<file path="src/efd_pkg.sv">
package efd_pkg;

    localparam int MAX_FRAME_LEN_DEF = 256;

    localparam int BYTE_W = 8;
    localparam int STATUS_W = 2;
    localparam int CFG_INDEX_W = 2;

    // configuration register indexes
    localparam logic [CFG_INDEX_W-1:0] REG_START_BYTE  = 2'd0;
    localparam logic [CFG_INDEX_W-1:0] REG_END_BYTE    = 2'd1;
    localparam logic [CFG_INDEX_W-1:0] REG_ESCAPE_BYTE = 2'd2;

    localparam logic [BYTE_W-1:0] START_BYTE_RST  = 8'd1;
    localparam logic [BYTE_W-1:0] END_BYTE_RST    = 8'd4;
    localparam logic [BYTE_W-1:0] ESCAPE_BYTE_RST = 8'd27;

    // frame status codes
    localparam logic [STATUS_W-1:0] STATUS_GOOD     = 2'd0;
    localparam logic [STATUS_W-1:0] STATUS_CRC_BAD  = 2'd1;
    localparam logic [STATUS_W-1:0] STATUS_SHORT    = 2'd2;
    localparam logic [STATUS_W-1:0] STATUS_OVERFLOW = 2'd3;

    localparam logic [15:0] CRC_INIT = 16'hFFFF;
    localparam logic [15:0] CRC_POLY = 16'hA001;

    typedef struct packed {
        logic [BYTE_W-1:0] start_byte;
        logic [BYTE_W-1:0] end_byte;
        logic [BYTE_W-1:0] escape_byte;
    } cfg_t;

    typedef struct packed {
        logic [BYTE_W-1:0]   payload_byte;
        logic                frame_end;
        logic [STATUS_W-1:0] frame_status;
        logic [BYTE_W-1:0]   payload_length;
    } result_t;

    // CRC-16 Modbus, one byte, reflected
    function automatic logic [15:0] crc16_feed(input logic [15:0] crc,
                                               input logic [BYTE_W-1:0] data);
        logic [15:0] c;
        c = crc ^ {8'd0, data};
        for (int k = 0; k < 8; k++)
        begin
            if (c[0])
                c = (c >> 1) ^ CRC_POLY;
            else
                c = c >> 1;
        end
        return c;
    endfunction

endpackage

</file>
<file path="src/escaped_frame_decoder_crc16_core.sv">
// Byte-stuffed frame deframer with CRC-16 (Modbus) check. Raw bytes enter on
// rx_*; an unescaped start byte opens a frame, an escape byte inside a frame
// makes the next byte literal, an unescaped end byte closes it. Payload bytes
// leave on out_* with frame_end low, delayed by two data bytes so that the last
// two bytes of a frame are kept back as the received CRC (low byte first); the
// close gives one request with frame_end high, the status and the length
// (saturated at 255). Bytes outside a frame are dropped. One byte is taken
// per clock while the result register is free; a byte goes through an input
// register, then the decode and byte-wide CRC update feeding the frame state,
// then the result register. Write the delimiter registers only while idle.
module escaped_frame_decoder_crc16_core
#(
    parameter int MAX_FRAME_LEN = efd_pkg::MAX_FRAME_LEN_DEF
)
(
    input  logic                             clk,
    input  logic                             rst_n,
    input  logic                             cfg_write,
    input  logic [efd_pkg::CFG_INDEX_W-1:0]  cfg_index,
    input  logic [efd_pkg::BYTE_W-1:0]       cfg_data,
    input  logic                             rx_valid,
    output logic                             rx_ready,
    input  logic [efd_pkg::BYTE_W-1:0]       rx_byte,
    output logic                             out_valid,
    input  logic                             out_ready,
    output logic [efd_pkg::BYTE_W-1:0]       payload_byte,
    output logic                             frame_end,
    output logic [efd_pkg::STATUS_W-1:0]     frame_status,
    output logic [efd_pkg::BYTE_W-1:0]       payload_length
);

    efd_pkg::cfg_t              cfg_reg;
    efd_pkg::cfg_t              cfg_next;
    logic                       held_valid;
    logic [efd_pkg::BYTE_W-1:0] held_byte;
    logic                       out_free;
    logic                       advance;
    logic                       res_valid;
    efd_pkg::result_t           res;

    assign advance = held_valid && out_free;

    always_comb
    begin
        cfg_next = cfg_reg;
        if (cfg_write)
        begin
            case (cfg_index)
                efd_pkg::REG_START_BYTE:  cfg_next.start_byte  = cfg_data;
                efd_pkg::REG_END_BYTE:    cfg_next.end_byte    = cfg_data;
                efd_pkg::REG_ESCAPE_BYTE: cfg_next.escape_byte = cfg_data;
                default:                  cfg_next = cfg_reg;
            endcase
        end
    end

    always_ff @(posedge clk or negedge rst_n)
    begin
        if (!rst_n)
        begin
            cfg_reg.start_byte  <= efd_pkg::START_BYTE_RST;
            cfg_reg.end_byte    <= efd_pkg::END_BYTE_RST;
            cfg_reg.escape_byte <= efd_pkg::ESCAPE_BYTE_RST;
        end
        else
            cfg_reg <= cfg_next;
    end

    efd_in_stage u_in
    (
        .clk        (clk),
        .rst_n      (rst_n),
        .rx_valid   (rx_valid),
        .rx_ready   (rx_ready),
        .rx_byte    (rx_byte),
        .pop        (advance),
        .held_valid (held_valid),
        .held_byte  (held_byte)
    );

    efd_deframer #(.MAX_FRAME_LEN(MAX_FRAME_LEN)) u_deframer
    (
        .clk       (clk),
        .rst_n     (rst_n),
        .cfg       (cfg_reg),
        .step      (advance),
        .data      (held_byte),
        .res_valid (res_valid),
        .res       (res)
    );

    efd_out_stage u_out
    (
        .clk            (clk),
        .rst_n          (rst_n),
        .load           (res_valid),
        .res            (res),
        .free           (out_free),
        .out_valid      (out_valid),
        .out_ready      (out_ready),
        .payload_byte   (payload_byte),
        .frame_end      (frame_end),
        .frame_status   (frame_status),
        .payload_length (payload_length)
    );

endmodule

</file>
<file path="src/efd_in_stage.sv">
module efd_in_stage
(
    input  logic                        clk,
    input  logic                        rst_n,
    input  logic                        rx_valid,
    output logic                        rx_ready,
    input  logic [efd_pkg::BYTE_W-1:0]  rx_byte,
    input  logic                        pop,
    output logic                        held_valid,
    output logic [efd_pkg::BYTE_W-1:0]  held_byte
);

    logic                       valid_reg;
    logic                       valid_next;
    logic [efd_pkg::BYTE_W-1:0] byte_reg;

    assign rx_ready   = !valid_reg || pop;
    assign held_valid = valid_reg;
    assign held_byte  = byte_reg;

    always_comb
    begin
        valid_next = valid_reg;
        if (rx_ready)
            valid_next = rx_valid;
    end

    always_ff @(posedge clk or negedge rst_n)
    begin
        if (!rst_n)
            valid_reg <= 1'b0;
        else
            valid_reg <= valid_next;
    end

    always_ff @(posedge clk)
    begin
        if (rx_ready && rx_valid)
            byte_reg <= rx_byte;
    end

endmodule

</file>
<file path="src/efd_deframer.sv">
module efd_deframer
#(
    parameter int MAX_FRAME_LEN = efd_pkg::MAX_FRAME_LEN_DEF
)
(
    input  logic                        clk,
    input  logic                        rst_n,
    input  efd_pkg::cfg_t               cfg,
    input  logic                        step,
    input  logic [efd_pkg::BYTE_W-1:0]  data,
    output logic                        res_valid,
    output efd_pkg::result_t            res
);

    localparam int LEN_W = $clog2(MAX_FRAME_LEN + 1);
    localparam int EXT_W = LEN_W + 8;

    logic                       esc_pend_reg, esc_pend_next;
    logic                       inside_reg, inside_next;
    logic [15:0]                crc_reg, crc_next;
    logic [1:0]                 count_reg, count_next;
    logic [LEN_W-1:0]           len_reg, len_next;
    logic                       ovf_reg, ovf_next;
    logic [efd_pkg::BYTE_W-1:0] held0_reg, held0_next;
    logic [efd_pkg::BYTE_W-1:0] held1_reg, held1_next;

    logic             is_esc, is_start, is_end;
    logic [LEN_W:0]   fill;
    logic [EXT_W-1:0] len_ext;
    logic [15:0]      rx_crc;

    assign is_esc   = !esc_pend_reg && (data == cfg.escape_byte);
    assign is_start = !esc_pend_reg && !is_esc && (data == cfg.start_byte);
    assign is_end   = !esc_pend_reg && !is_esc && !is_start && (data == cfg.end_byte);
    assign fill     = (LEN_W+1)'(len_reg) + (LEN_W+1)'(count_reg);
    assign len_ext  = EXT_W'(len_reg);
    assign rx_crc   = {held1_reg, held0_reg};

    always_comb
    begin
        esc_pend_next = esc_pend_reg;
        inside_next   = inside_reg;
        crc_next      = crc_reg;
        count_next    = count_reg;
        len_next      = len_reg;
        ovf_next      = ovf_reg;
        held0_next    = held0_reg;
        held1_next    = held1_reg;
        res_valid     = 1'b0;
        res           = '0;

        if (step)
        begin
            if (is_esc)
            begin
                if (inside_reg)
                    esc_pend_next = 1'b1;
            end
            else if (is_start)
            begin
                inside_next   = 1'b1;
                esc_pend_next = 1'b0;
                crc_next      = efd_pkg::CRC_INIT;
                count_next    = 2'd0;
                len_next      = '0;
                ovf_next      = 1'b0;
            end
            else if (is_end)
            begin
                if (inside_reg)
                begin
                    res_valid     = 1'b1;
                    res.frame_end = 1'b1;
                    if (ovf_reg)
                        res.frame_status = efd_pkg::STATUS_OVERFLOW;
                    else if (count_reg < 2'd2)
                        res.frame_status = efd_pkg::STATUS_SHORT;
                    else if (rx_crc == crc_reg)
                        res.frame_status = efd_pkg::STATUS_GOOD;
                    else
                        res.frame_status = efd_pkg::STATUS_CRC_BAD;
                    // saturate length at 255
                    if (len_ext > EXT_W'(255))
                        res.payload_length = 8'd255;
                    else
                        res.payload_length = len_ext[7:0];
                    inside_next   = 1'b0;
                    esc_pend_next = 1'b0;
                end
            end
            else
            begin
                esc_pend_next = 1'b0;
                if (inside_reg && !ovf_reg)
                begin
                    if (fill >= (LEN_W+1)'(MAX_FRAME_LEN))
                        ovf_next = 1'b1;
                    else if (count_reg == 2'd0)
                    begin
                        held0_next = data;
                        count_next = 2'd1;
                    end
                    else if (count_reg == 2'd1)
                    begin
                        held1_next = data;
                        count_next = 2'd2;
                    end
                    else
                    begin
                        // release the oldest held byte into the CRC
                        res_valid        = 1'b1;
                        res.payload_byte = held0_reg;
                        crc_next         = efd_pkg::crc16_feed(crc_reg, held0_reg);
                        len_next         = len_reg + LEN_W'(1);
                        held0_next       = held1_reg;
                        held1_next       = data;
                    end
                end
            end
        end
    end

    always_ff @(posedge clk or negedge rst_n)
    begin
        if (!rst_n)
        begin
            esc_pend_reg <= 1'b0;
            inside_reg   <= 1'b0;
            crc_reg      <= efd_pkg::CRC_INIT;
            count_reg    <= 2'd0;
            len_reg      <= '0;
            ovf_reg      <= 1'b0;
        end
        else
        begin
            esc_pend_reg <= esc_pend_next;
            inside_reg   <= inside_next;
            crc_reg      <= crc_next;
            count_reg    <= count_next;
            len_reg      <= len_next;
            ovf_reg      <= ovf_next;
        end
    end

    always_ff @(posedge clk)
    begin
        held0_reg <= held0_next;
        held1_reg <= held1_next;
    end

endmodule

</file>
<file path="src/efd_out_stage.sv">
module efd_out_stage
(
    input  logic                          clk,
    input  logic                          rst_n,
    input  logic                          load,
    input  efd_pkg::result_t              res,
    output logic                          free,
    output logic                          out_valid,
    input  logic                          out_ready,
    output logic [efd_pkg::BYTE_W-1:0]    payload_byte,
    output logic                          frame_end,
    output logic [efd_pkg::STATUS_W-1:0]  frame_status,
    output logic [efd_pkg::BYTE_W-1:0]    payload_length
);

    logic             valid_reg;
    logic             valid_next;
    efd_pkg::result_t res_reg;

    assign free           = !valid_reg || out_ready;
    assign out_valid      = valid_reg;
    assign payload_byte   = res_reg.payload_byte;
    assign frame_end      = res_reg.frame_end;
    assign frame_status   = res_reg.frame_status;
    assign payload_length = res_reg.payload_length;

    always_comb
    begin
        valid_next = valid_reg;
        if (load)
            valid_next = 1'b1;
        else if (out_ready)
            valid_next = 1'b0;
    end

    always_ff @(posedge clk or negedge rst_n)
    begin
        if (!rst_n)
            valid_reg <= 1'b0;
        else
            valid_reg <= valid_next;
    end

    always_ff @(posedge clk)
    begin
        if (load)
            res_reg <= res;
    end

endmodule

</file>
<file path="config.mk">
export PLATFORM = sky130hd
export DESIGN_NAME = escaped_frame_decoder_crc16_core
export DESIGN_NICKNAME = d
export VERILOG_FILES = /design/src/efd_pkg.sv /design/src/escaped_frame_decoder_crc16_core.sv /design/src/efd_in_stage.sv /design/src/efd_deframer.sv /design/src/efd_out_stage.sv
export SDC_FILE = /design/constraint.sdc
export NUM_CORES = 1
export LEC_CHECK = 0
export ABC_AREA = 0
export BUFFER_PORTS_ARGS = -buffer_cell sky130_fd_sc_hd__buf_2
export CELL_PAD_IN_SITES_DETAIL_PLACEMENT = 1
export CELL_PAD_IN_SITES_GLOBAL_PLACEMENT = 1
export CORE_MARGIN = 5
export CORE_UTILIZATION = 45
export CTS_BUF_LIST = sky130_fd_sc_hd__clkbuf_4
export DETAILED_ROUTE_END_ITERATION = 10
export PLACE_DENSITY = 0.8
export SETUP_SLACK_MARGIN = 0.02
export SYNTH_ARGS = -nofsm -noshare
export SYNTH_HDL_FRONTEND = slang
export SYNTH_SLANG_ARGS = --single-unit
</file>
<file path="constraint.sdc">
create_clock -name clk -period 3.06 [get_ports clk]
set_input_delay 0.153 -clock clk [delete_from_list [all_inputs] [get_ports clk]]
set_output_delay 0.153 -clock clk [all_outputs]
set_load 0.005 [all_outputs]
</file>
==> impl_metrics.env <==
export IMPL_synth_area_per_cell_um2=13.8
export IMPL_finalClockSkew_ns=0.0215
export IMPL_p_leak_uw=0.00194
export IMPL_ys_flop_type="edfxtp_1"
export IMPL_p_per_area_nw_per_um2=661
export IMPL_slew_headroom_pct=45.5
export IMPL_grt_overflow_total=0
export IMPL_yosysSeqAreaShare_pct=59.9
export IMPL_cp_start_kind="register"
export IMPL_drv_slew=0
export IMPL_vdd_drop_max_uv=334
export IMPL_area_growth_pct=16.8
export IMPL_fin_crit_ns=2.55
export IMPL_timing_fmax_mhz=392
export IMPL_synth_seq_cells=99
export IMPL_antenna_found_initial=0
export IMPL_cp_end_kind="register"
export IMPL_r2r_end="u_out.payload_byte[3]$_SDFFCE_PP0P_"
export IMPL_die_width_um=110
export IMPL_yosysWarnings=0
export IMPL_largest_reg_flops=24
export IMPL_cts_root_buf="clkbuf_4"
export IMPL_status="completed"
export IMPL_fill_cells=1027
export IMPL_gp_congestion=0.762
export IMPL_synth_enable_flop_cells=43
export IMPL_clkLatencyLatePin_ns=0.45
export IMPL_dieArea_um2=12200
export IMPL_grt_start_max_net_pins=37
export IMPL_firstDrtPassIters=4
export IMPL_swShare_pct=30.5
export IMPL_syn_inst=329
export IMPL_drc=0
export IMPL_reg2reg_depth=7
export IMPL_wirelength_um=9700
export IMPL_clk_pin_slew_ns=0.18
export IMPL_fin_nets=431
export IMPL_avgRoutedWirePerCell_um=18.0
export IMPL_power_frac_clock_pct=24.2
export IMPL_diodes=0
export IMPL_cts_max_level=3
export IMPL_timing_hold_violations_final=0
export IMPL_endpoint="u_out.payload_byte[3]$_SDFFCE_PP0P_"
export IMPL_r2r_setup_slack_ns=0.51
export IMPL_netlist_area_leader_share_pct=28.4
export IMPL_grt_pass1_vias=3235
export IMPL_ys_types=46
export IMPL_crit_arrival_ns=2.88
export IMPL_num_rows=36
export IMPL_synthArstFlopShare_pct=56.6
export IMPL_worstPathRequired_ns=3.39
export IMPL_dp_hpwl_um=6870
export IMPL_maxCapViolCount=0
export IMPL_yosys_top_cells_area="edfxtp_1, dfrtp_1, dfstp_2"
export IMPL_tightest_slew_ns=0.817
export IMPL_tns_ns=0
export IMPL_start_util_pct=46.3
export IMPL_synth_top_area_cell="edfxtp_1"
export IMPL_syn_area_um2=4540
export IMPL_cts_sinks=99
export IMPL_finalPower_uw=3510
export IMPL_ctsResizeCount=0
export IMPL_drt_initial_drc_count=64
export IMPL_crit_start="u_deframer.len_reg[1]$_DFFE_PN0P_"
export IMPL_layout_drive_gt1_share_pct=31.8
export IMPL_power_frac_comb_pct=24.3
export IMPL_cts_setup_buffers=0
export IMPL_hold_class="primary input to register"
export IMPL_rr_startpoint="u_deframer.len_reg[1]$_DFFE_PN0P_"
export IMPL_path_class="register to register"
export IMPL_internal_power_uw=2440
export IMPL_core_area_um2=9820
export IMPL_num_vias=2887
export IMPL_cts_made_buffers=9
export IMPL_p_sw_uw=1070
export IMPL_rsz0062_at_grt="no"
export IMPL_ios=44
export IMPL_cp_max_fo=16
export IMPL_fin_cells=539
export IMPL_layout_cells_most_common_list="buf_2, edfxtp_1, xnor2_1, dfrtp_1, mux2_2"
export IMPL_die_h_um=110
export IMPL_clockBufferDepth=2
export IMPL_cts_tree="yes"
export IMPL_drtAntennaViolNets=0
export IMPL_port_buffers=43
export IMPL_finalSetupViolations=0
export IMPL_p_seq_share_pct=51.4
export IMPL_finalCritPeriodShare_pct=83.5
export IMPL_grt_pass1_wl_um=16500
export IMPL_vias_per_cell=5.36
export IMPL_synth_nets=359
export IMPL_track_usage_pct=16.7
export IMPL_dp_cells=503
per-layer routing:
layer / part of all wire [%] / track usage (%) / vias to the layer above
li1: - / - / 1362
met1: 45 / 20.6 / 1456
met2: 51 / 29.5 / 56
met3: 2.9 / 2.79 / 13
met4: 1.7 / 5.67 / 0
met5: 0 / 0 / -
power by group through the flow:
stage	logic [µW]	clock network (µW)	registers [µW]
final	854	850	1810
after global routing	935	925	1830
after CTS	869	867	1810
after detailed placement	837	0	1830
after global placement	794	0	1810
after floorplan	653	0	1770
synthesized netlist by cell type (all sizes together), types with 8 or more instances:
| master | count |
|---|---|
| a21oi | 11 |
| and2 | 14 |
| dfrtp | 34 |
| dfstp | 22 |
| edfxtp | 43 |
| mux2 | 32 |
| nand2 | 8 |
| nand3 | 8 |
| nand4 | 8 |
| o21a | 8 |
| o21ai | 9 |
| o22a | 9 |
| xnor2 | 37 |
| xor2 | 11 |
critical path: stages (launching register included):
cell and delay [ns]:
dfrtp_1 0.46, ha_1 0.31, a31oi_1 0.17, nor3_1 0.10, nor4b_2 0.41, and2_1 0.25
and3_1 0.52, and2_1 0.21
final cells by class:
cell class                 count  area (µm²)  share of cell area, %
clock buffer                   9        67.6                   1.27
clock inverter                 7         116                   2.19
inverter                       5        18.8                  0.354
multi-input combinational    215        1740                   32.8
sequential                    99        2720                   51.2
tap                          133         166                   3.14
timing repair buffer          71         475                   8.96
worst min path at each step:
stage / startpoint / to / slack, ns / cells past startpoint
6_report: cfg_index[0] / cfg_reg[20]$_DFFE_PN0P_ / 0.26 / 4
5_1_grt: cfg_index[0] / cfg_reg[22]$_DFFE_PN0P_ / 0.23 / 4
4_1_cts: cfg_index[0] / cfg_reg[23]$_DFFE_PN0P_ / 0.23 / 4
3_5_place_dp: rst_n / u_deframer.len_reg[8]$_DFFE_PN0P_ / 0.29 / 1
3_3_place_gp: rst_n / u_deframer.len_reg[8]$_DFFE_PN0P_ / 0.29 / 1
2_1_floorplan: rst_n / cfg_reg[11]$_DFFE_PN0P_ / -0.14 / 0
kinds of logic (layout without fill, tap and decap cells):
logic type               after synthesis  count (layout)  share of synthesized area, %
buffers and inverters                 15              92                          1.79
AO/OA/AOI/OAI                         59              59                          9.64
flip-flops                            99              99                          59.9
adder cells (fa/ha/maj)                7               7                          1.93
XOR/XNOR                              49              49                          9.75
multiplexers                          33              33                          8.15
AND/OR/NAND/NOR                       67              67                          8.89
metrics by stage:
step / util [%] / setup slack [ns] / hold slack, ns / cell area [µm²]
finish: 54.1 / 0.506 / 0.261 / 5310
global route: 54.1 / 0.290 / 0.232 / 5310
CTS: 54.1 / 0.477 / 0.227 / 5310
detailed placement: 50.1 / 0.503 / 0.289 / 4920
global placement: 50.1 / 0.618 / 0.290 / 4920
floorplan: - / 0.622 / -0.143 / 4540
repair_timing:
item	in CTS	in global routing
endpoints found under the hold margin	63	0
setup endpoints to repair	0	0
hold buffers	20	0
Note: power is estimated with default switching activity, not from simulation.
